## config.mk

```make
export PLATFORM = sky130hd
export DESIGN_NAME = square_matrix_multiply
export DESIGN_NICKNAME = d
export VERILOG_FILES = /design/src/rtl/smm_pkg.sv /design/src/rtl/square_matrix_multiply.sv /design/src/rtl/smm_ram.sv /design/src/rtl/smm_seq.sv /design/src/rtl/smm_mac.sv
export SDC_FILE = /design/constraint.sdc
export NUM_CORES = 1
export LEC_CHECK = 0
export BUFFER_PORTS_ARGS = -buffer_cell sky130_fd_sc_hd__buf_4
export CORE_ASPECT_RATIO = 0.5
export CORE_UTILIZATION = 45
export DETAILED_ROUTE_END_ITERATION = 10
export SKIP_CTS_REPAIR_TIMING = 1
export SYNTH_ARGS = -nofsm -noshare
export SYNTH_HDL_FRONTEND = slang
export SYNTH_SLANG_ARGS = --single-unit
```

## constraint.sdc

```tcl
create_clock -name clk_i -period 11.7 [get_ports clk_i]
set_clock_uncertainty 0.15 [all_clocks]
set_input_delay 0.585 -clock clk_i [delete_from_list [all_inputs] [get_ports clk_i]]
set_output_delay 0.585 -clock clk_i [all_outputs]
set_load 0.03 [all_outputs]
```

## src/rtl/smm_pkg.sv

```systemverilog
// shared types and constants of the square matrix multiplier
package smm_pkg;

  // fixed field widths of the input and result words
  localparam int unsigned SizeW   = 3;
  localparam int unsigned RowW    = 2;
  localparam int unsigned ColW    = 2;
  localparam int unsigned InElemW = 16;
  localparam int unsigned ValueW  = 34;

  localparam logic [SizeW-1:0] SizeReset = 3'd4;

  // bookkeeping that travels with one read pair through the datapath
  typedef struct packed {
    logic            first;     // first term of a dot product
    logic            last;      // last term of a dot product
    logic            run_last;  // final element of the product matrix
    logic [RowW-1:0] row;
    logic [ColW-1:0] col;
  } tag_t;

  // one read pair issued by the sequencer
  typedef struct packed {
    logic valid;
    tag_t tag;
  } issue_t;

  // datapath occupancy seen by the sequencer
  typedef struct packed {
    logic pipe_busy;
    logic out_full;
  } mac_status_t;

endpackage

```

## src/rtl/square_matrix_multiply.sv

```systemverilog
// top level of the square matrix multiplier
// Multiplies two square matrices of size 2 to MAX_DIM (set by cfg_data_i, reset 4) held
// in two rams. Each input word writes one Q8.8 element of A or B; a word with
// compute_now_i set then emits the n*n elements of A*B in row-major order as Q18.16, the
// last one marked. Each product element takes one read pair of A and B
// per cycle through the single multiply-accumulate unit, then read, multiply and
// accumulate stages, and a new element starts once the output word is taken. During a
// full run in_stall_o is high. A new input word is taken while the final result still
// waits. Elements never written read as garbage.
module square_matrix_multiply #(
  parameter int unsigned MAX_DIM   = 4,
  parameter int unsigned ELEM_BITS = 16
) (
  input  logic                               clk_i,
  input  logic                               rst_ni,
  input  logic                               cfg_we_i,
  input  logic [smm_pkg::SizeW-1:0]          cfg_data_i,
  input  logic                               in_valid_i,
  output logic                               in_stall_o,
  input  logic                               which_matrix_i,
  input  logic [smm_pkg::RowW-1:0]           row_i,
  input  logic [smm_pkg::ColW-1:0]           column_i,
  input  logic signed [smm_pkg::InElemW-1:0] element_value_i,
  input  logic                               compute_now_i,
  output logic                               out_valid_o,
  input  logic                               out_stall_i,
  output logic [smm_pkg::RowW-1:0]           out_row_o,
  output logic [smm_pkg::ColW-1:0]           out_column_o,
  output logic signed [smm_pkg::ValueW-1:0]  product_value_o,
  output logic                               last_of_run_o
);

  localparam int unsigned Depth = MAX_DIM * MAX_DIM;
  localparam int unsigned AddrW = $clog2(Depth);

  logic [smm_pkg::SizeW-1:0] size_q;
  logic                      in_accept;
  logic                      in_range;
  logic [AddrW-1:0]          waddr;
  logic [ELEM_BITS-1:0]      wdata;
  logic                      busy;
  smm_pkg::issue_t           issue;
  smm_pkg::mac_status_t      mac_status;
  logic [AddrW-1:0]          addr_a, addr_b;
  logic [ELEM_BITS-1:0]      a_data, b_data;

  // size register
  always_ff @(posedge clk_i or negedge rst_ni) begin
    if (!rst_ni) begin
      size_q <= smm_pkg::SizeReset;
    end else if (cfg_we_i) begin
      size_q <= cfg_data_i;
    end
  end

  // element write; indexes beyond the store are dropped
  assign in_stall_o = busy;
  assign in_accept  = in_valid_i && !in_stall_o;
  assign in_range   = (32'(row_i) < 32'(MAX_DIM)) && (32'(column_i) < 32'(MAX_DIM));
  assign waddr      = AddrW'(32'(row_i) * MAX_DIM + 32'(column_i));
  assign wdata      = ELEM_BITS'(element_value_i);

  smm_ram #(
    .Width (ELEM_BITS),
    .Depth (Depth)
  ) u_left_ram (
    .clk_i   (clk_i),
    .we_i    (in_accept && in_range && !which_matrix_i),
    .waddr_i (waddr),
    .wdata_i (wdata),
    .re_i    (issue.valid),
    .raddr_i (addr_a),
    .rdata_o (a_data)
  );

  smm_ram #(
    .Width (ELEM_BITS),
    .Depth (Depth)
  ) u_right_ram (
    .clk_i   (clk_i),
    .we_i    (in_accept && in_range && which_matrix_i),
    .waddr_i (waddr),
    .wdata_i (wdata),
    .re_i    (issue.valid),
    .raddr_i (addr_b),
    .rdata_o (b_data)
  );

  // read sequencer
  smm_seq #(
    .MAX_DIM (MAX_DIM)
  ) u_seq (
    .clk_i        (clk_i),
    .rst_ni       (rst_ni),
    .start_i      (in_accept && compute_now_i),
    .size_i       (size_q),
    .mac_status_i (mac_status),
    .busy_o       (busy),
    .issue_o      (issue),
    .addr_a_o     (addr_a),
    .addr_b_o     (addr_b)
  );

  // multiply-accumulate and output word
  smm_mac #(
    .ELEM_BITS (ELEM_BITS)
  ) u_mac (
    .clk_i           (clk_i),
    .rst_ni          (rst_ni),
    .issue_i         (issue),
    .a_i             (a_data),
    .b_i             (b_data),
    .out_stall_i     (out_stall_i),
    .status_o        (mac_status),
    .out_valid_o     (out_valid_o),
    .out_row_o       (out_row_o),
    .out_column_o    (out_column_o),
    .product_value_o (product_value_o),
    .last_of_run_o   (last_of_run_o)
  );

  // reads happen only while input is held off, so no write can race them
  a_read_while_stalled: assert property (@(posedge clk_i) disable iff (!rst_ni)
    issue.valid |-> in_stall_o)
    else $error("ram read issued while input words are accepted");

  // a dot product starts only into an empty datapath and output word
  a_start_on_empty: assert property (@(posedge clk_i) disable iff (!rst_ni)
    (issue.valid && issue.tag.first) |-> (!mac_status.pipe_busy && !mac_status.out_full))
    else $error("dot product started before previous result cleared");

  // the final element of a run sits on the diagonal
  a_last_on_diag: assert property (@(posedge clk_i) disable iff (!rst_ni)
    (out_valid_o && last_of_run_o) |-> (out_row_o == out_column_o))
    else $error("last result word off the diagonal");

endmodule

```

## src/rtl/smm_ram.sv

```systemverilog
// generic single-port-write, single-port-read ram with registered read data
module smm_ram #(
  parameter  int unsigned Width = 16,
  parameter  int unsigned Depth = 16,
  localparam int unsigned AddrW = $clog2(Depth)
) (
  input  logic             clk_i,
  input  logic             we_i,
  input  logic [AddrW-1:0] waddr_i,
  input  logic [Width-1:0] wdata_i,
  input  logic             re_i,
  input  logic [AddrW-1:0] raddr_i,
  output logic [Width-1:0] rdata_o
);

  logic [Width-1:0] mem_q [Depth];
  logic [Width-1:0] rdata_q;

  // write port and registered read port
  always_ff @(posedge clk_i) begin
    if (we_i) begin
      mem_q[waddr_i] <= wdata_i;
    end
    if (re_i) begin
      rdata_q <= mem_q[raddr_i];
    end
  end

  assign rdata_o = rdata_q;

endmodule

```

## src/rtl/smm_seq.sv

```systemverilog
// sequencer: walks rows, columns and dot-product terms and issues ram reads
module smm_seq #(
  parameter  int unsigned MAX_DIM = 4,
  localparam int unsigned DimW    = $clog2(MAX_DIM),
  localparam int unsigned AddrW   = $clog2(MAX_DIM * MAX_DIM)
) (
  input  logic                       clk_i,
  input  logic                       rst_ni,
  input  logic                       start_i,
  input  logic [smm_pkg::SizeW-1:0]  size_i,
  input  smm_pkg::mac_status_t       mac_status_i,
  output logic                       busy_o,
  output smm_pkg::issue_t            issue_o,
  output logic [AddrW-1:0]           addr_a_o,
  output logic [AddrW-1:0]           addr_b_o
);

  localparam logic [1:0] StIdle  = 2'd0;
  localparam logic [1:0] StWait  = 2'd1;
  localparam logic [1:0] StIssue = 2'd2;

  logic [1:0]      state_q, state_d;
  logic [DimW-1:0] i_q, i_d;
  logic [DimW-1:0] j_q, j_d;
  logic [DimW-1:0] k_q, k_d;
  logic [DimW-1:0] last_idx;

  // active size clamped to the range two to MAX_DIM, as a last index
  always_comb begin
    if (size_i < 3'd2) begin
      last_idx = DimW'(1);
    end else if (32'(size_i) > 32'(MAX_DIM)) begin
      last_idx = DimW'(MAX_DIM - 1);
    end else begin
      last_idx = DimW'(size_i - 3'd1);
    end
  end

  // control: one dot product at a time, next one once the datapath has drained and the output word is taken
  always_comb begin
    state_d = state_q;
    i_d     = i_q;
    j_d     = j_q;
    k_d     = k_q;
    unique case (state_q)
      StIdle: begin
        if (start_i) begin
          state_d = StWait;
          i_d     = '0;
          j_d     = '0;
        end
      end
      StWait: begin
        if (!mac_status_i.pipe_busy && !mac_status_i.out_full) begin
          state_d = StIssue;
          k_d     = '0;
        end
      end
      StIssue: begin
        if (k_q == last_idx) begin
          state_d = StWait;
          if (j_q == last_idx) begin
            j_d = '0;
            if (i_q == last_idx) begin
              state_d = StIdle;
            end else begin
              i_d = i_q + DimW'(1);
            end
          end else begin
            j_d = j_q + DimW'(1);
          end
        end else begin
          k_d = k_q + DimW'(1);
        end
      end
      default: begin
        state_d = StIdle;
      end
    endcase
  end

  always_ff @(posedge clk_i or negedge rst_ni) begin
    if (!rst_ni) begin
      state_q <= StIdle;
      i_q     <= '0;
      j_q     <= '0;
      k_q     <= '0;
    end else begin
      state_q <= state_d;
      i_q     <= i_d;
      j_q     <= j_d;
      k_q     <= k_d;
    end
  end

  // read pair for A[i][k] and B[k][j]
  always_comb begin
    issue_o.valid        = (state_q == StIssue);
    issue_o.tag.first    = (k_q == '0);
    issue_o.tag.last     = (k_q == last_idx);
    issue_o.tag.run_last = (i_q == last_idx) && (j_q == last_idx);
    issue_o.tag.row      = smm_pkg::RowW'(i_q);
    issue_o.tag.col      = smm_pkg::ColW'(j_q);
  end

  assign addr_a_o = AddrW'(i_q * MAX_DIM + k_q);
  assign addr_b_o = AddrW'(k_q * MAX_DIM + j_q);
  assign busy_o   = (state_q != StIdle);

endmodule

```

## src/rtl/smm_mac.sv

```systemverilog
// multiply-accumulate datapath and result output register
module smm_mac #(
  parameter int unsigned ELEM_BITS = 16
) (
  input  logic                               clk_i,
  input  logic                               rst_ni,
  input  smm_pkg::issue_t                    issue_i,
  input  logic [ELEM_BITS-1:0]               a_i,
  input  logic [ELEM_BITS-1:0]               b_i,
  input  logic                               out_stall_i,
  output smm_pkg::mac_status_t               status_o,
  output logic                               out_valid_o,
  output logic [smm_pkg::RowW-1:0]           out_row_o,
  output logic [smm_pkg::ColW-1:0]           out_column_o,
  output logic signed [smm_pkg::ValueW-1:0]  product_value_o,
  output logic                               last_of_run_o
);

  localparam int unsigned ProdW = 2 * ELEM_BITS;

  logic                               v1_q, v2_q;
  smm_pkg::tag_t                      tag1_q, tag2_q;
  logic signed [ProdW-1:0]            prod_d, prod_q;
  logic signed [smm_pkg::ValueW-1:0]  term, sum_d, acc_q;
  logic                               load;
  logic                               out_valid_q, out_valid_d;
  logic [smm_pkg::RowW-1:0]           out_row_q;
  logic [smm_pkg::ColW-1:0]           out_col_q;
  logic signed [smm_pkg::ValueW-1:0]  out_value_q;
  logic                               out_last_q;

  // multiply the registered ram words
  assign prod_d = $signed(a_i) * $signed(b_i);

  // accumulate; the sum wraps at the result width
  assign term  = smm_pkg::ValueW'(prod_q);
  assign sum_d = tag2_q.first ? term : acc_q + term;
  assign load  = v2_q && tag2_q.last;

  // output word is held until taken
  always_comb begin
    out_valid_d = out_valid_q;
    if (load) begin
      out_valid_d = 1'b1;
    end else if (out_valid_q && !out_stall_i) begin
      out_valid_d = 1'b0;
    end
  end

  always_ff @(posedge clk_i or negedge rst_ni) begin
    if (!rst_ni) begin
      v1_q        <= 1'b0;
      v2_q        <= 1'b0;
      out_valid_q <= 1'b0;
    end else begin
      v1_q        <= issue_i.valid;
      v2_q        <= v1_q;
      out_valid_q <= out_valid_d;
    end
  end

  // datapath payload
  always_ff @(posedge clk_i) begin
    tag1_q <= issue_i.tag;
    tag2_q <= tag1_q;
    if (v1_q) begin
      prod_q <= prod_d;
    end
    if (v2_q) begin
      acc_q <= sum_d;
    end
    if (load) begin
      out_value_q <= sum_d;
      out_row_q   <= tag2_q.row;
      out_col_q   <= tag2_q.col;
      out_last_q  <= tag2_q.run_last;
    end
  end

  assign status_o.pipe_busy = v1_q || v2_q;
  assign status_o.out_full  = out_valid_q;

  assign out_valid_o     = out_valid_q;
  assign out_row_o       = out_row_q;
  assign out_column_o    = out_col_q;
  assign product_value_o = out_value_q;
  assign last_of_run_o   = out_last_q;

endmodule
```

==> flow_summary.json <==
{
  "die_width_um": 405,
  "gr-usage-all-layers_pct": 19.7,
  "start_kind": "flop",
  "post-route-drc-count": 0,
  "status": "completed",
  "viasPerCell": 5.32,
  "setup_tns_ps": 0,
  "slew_viol_final": 0,
  "finish.instance_area_mm2": 0.0408,
  "initial_utilization_pct": 45.8,
  "r2r_slack_ps": 4680,
  "first_global_vias": 20500,
  "overflow": 0,
  "root_buffer": "clkbuf_16",
  "critPathRequiredTime_ps": 11940,
  "core_mm2": 0.0799,
  "io_buffers": 70,
  "r2r-start": "u_right_ram.rdata_o[1]$_DFFE_PP_",
  "finalCriticalPeriod_ps": 7020,
  "syn_avg_cell_area_um2": 15.1,
  "rsz0062_at_grt": "false",
  "whs_ps": 35.7,
  "drtIter0Drc": 1487,
  "cts_max_level": 2,
  "insertion_delay_ps": 670,
  "drive_gt1_share_pct": 15.7,
  "ys_seq_area_share_pct": 55.0,
  "area_delta_synth_final_pct": 11.5,
  "cts-buffers-inserted": 60,
  "synthDistinctLibCells": 71,
  "worstHoldStart": "cfg_we_i",
  "syn_inst": 2426,
  "synth-edff-count": 649,
  "cts.clk_slew.worst_paths_ps": 70,
  "crit_arrival_ps": 7260,
  "dieArea_mm2": 0.0825,
  "clock_sinks": 677,
  "tightest_slew_ps": 1080,
  "finalHoldViolCount": 0,
  "rr_endpoint": "u_mac.prod_q[28]$_DFFE_PP_",
  "hold_depth": 2,
  "firstDrtPassIters": 7,
  "routed_wl_um": 78400,
  "max_clock_freq_mhz": 142,
  "detail_route.wl_per_cell_um": 21.4,
  "worst-setup-path-type": "reg -> reg",
  "dp_slack_ps": 4690,
  "fin_ws_ps": 4680,
  "die_h_um": 204,
  "maxCapViolations": 0,
  "antenna_found_initial": 3,
  "end_kind": "flop",
  "relSlewSlack_pct": 27.7,
  "setup-violations-final": 0,
  "rows": 73,
  "grt_max_degree": 78,
  "period_share_pct": 60.0,
  "grt_pass1_wl_um": 123000,
  "syn-num-nets": 2839,
  "synth_seq_cells": 677,
  "dp_hpwl_um": 51600,
  "async_flop_share_pct": 2.07,
  "final_nets": 2929,
  "syn_area_mm2": 0.0366,
  "cp_max_fo": 16,
  "min_to": "size_q[1]$_DFFE_PN0P_",
  "cts_tree": "done",
  "ys_warn_count": 0,
  "min_path_type": "in -> reg",
  "finalWeightedCongestion": 0.839,
  "ys.flop_type": "edfxtp_1",
  "ant_nets": 0,
  "top_level_ports": 71,
  "place_area_mm2": 0.0385,
  "cts_buffer_depth": 3,
  "vias": 19400,
  "r2r.worst_path.cells": 20
}
## worst max path at each step
stage                                       to                             start  depth (start not counted)  slack [ps]
detailed placement  u_mac.prod_q[28]$_DFFE_PP_  u_right_ram.rdata_o[1]$_DFFE_PP_                         20        4690
global route        u_mac.prod_q[28]$_DFFE_PP_  u_right_ram.rdata_o[1]$_DFFE_PP_                         20        4210
global placement    u_mac.prod_q[30]$_DFFE_PP_  u_right_ram.rdata_o[1]$_DFFE_PP_                         20        4810
finish              u_mac.prod_q[28]$_DFFE_PP_  u_right_ram.rdata_o[1]$_DFFE_PP_                         20        4680
CTS                 u_mac.prod_q[28]$_DFFE_PP_  u_right_ram.rdata_o[1]$_DFFE_PP_                         20        4660
floorplan           u_mac.prod_q[28]$_DFFE_PP_  u_left_ram.rdata_o[15]$_DFFE_PP_                         21        5240
## layout by cell type, fill, tap and decap left out, types with 16 or more instances in the layout
master / n
mux4_2: 160
inv_1: 330
and2_1: 121
fa_1: 263
nand3_1: 19
a21oi_1: 53
xnor2_1: 32
edfxtp_1: 649
xor2_1: 16
ha_1: 119
nand2_1: 191
o21ai_1: 18
o21ai_0: 35
nor2_1: 81
clkbuf_16: 60
buf_4: 111
nand2b_1: 20
## logic make-up after synthesis
family                   count (synthesis)  synth area share (%)
AO/OA/AOI/OAI                          220                  3.99
XOR/XNOR                                48                  1.15
adder cells (fa/ha/maj)                383                  18.5
buffers and inverters                  418                  4.29
flip-flops                             677                  55.0
multiplexers                           170                  10.2
AND/OR/NAND/NOR                        510                  6.88
## layer usage
| metal | share of wire, % | track usage [%] | vias up |
|---|---|---|---|
| met1 | 48 | 29.7 | 10100 |
| met4 | 1.4 | 3.80 | 0 |
| li1 | - | - | 8829 |
| met3 | 5.7 | 3.10 | 86 |
| met5 | 0 | 0 | - |
| met2 | 45 | 30.4 | 467 |
## state kept, by name, indices dropped and copies added, names as in the netlist, 3 cells and up
signal and cells:
size_q 3, u_left_ram.mem_q 256, u_left_ram.rdata_o 16, u_mac.acc_q 34
u_mac.prod_q 32, u_mac.product_value_o 34, u_mac.tag1_q 7, u_mac.tag2_q 7
u_right_ram.mem_q 256, u_right_ram.rdata_o 16
## final cells by class
cell class | instances | area, um^2
fillers | 6647 | 39200
flip-flops and latches | 677 | 20100
multi-input cells | 1331 | 14900
clock buffers | 69 | 1560
well taps | 1087 | 1360
inverters | 331 | 1240
repair buffers | 115 | 873
clock inverters | 44 | 671
diodes | 2 | 5.00
## worst max-delay path, cell delays in order, from the launching register on
cell,delay (ps)
edfxtp_1,630
nand2_1,210
inv_1,100
fa_1,650
fa_1,830
fa_1,510
fa_1,520
fa_1,490
inv_1,50
fa_1,470
inv_1,40
ha_1,390
and4_1,260
nand2_1,90
nor3_1,270
o2111ai_1,160
o32a_1,360
a21oi_1,230
a21o_1,150
a21oi_1,70
xnor2_1,130
## synthesized netlist by cell type, types with 32 or more instances
library cell / instances / share of area [%]
edfxtp_1: 649 / 53
inv_1: 330 / 3.4
fa_1: 263 / 14
nand2_1: 191 / 2.0
mux4_2: 160 / 9.9
and2_1: 122 / 2.1
ha_1: 120 / 4.1
nor2_1: 81 / 0.83
clkbuf_1: 70 / 0.72
a21oi_1: 53 / 0.73
o21ai_0: 35 / 0.48
xnor2_1: 32 / 0.77
## stage by stage
step                      util [%]  instances
after detailed placement      48.2       3537
after CTS                     50.9       3650
after floorplan                  -       2426
after global placement        48.2       3537
final                         51.0       3656
after global routing          51.0       3654
Power is left out: the tool's default activity adds up to more than one toggle a clock period on the data nets, which glitch-free logic cannot reach.
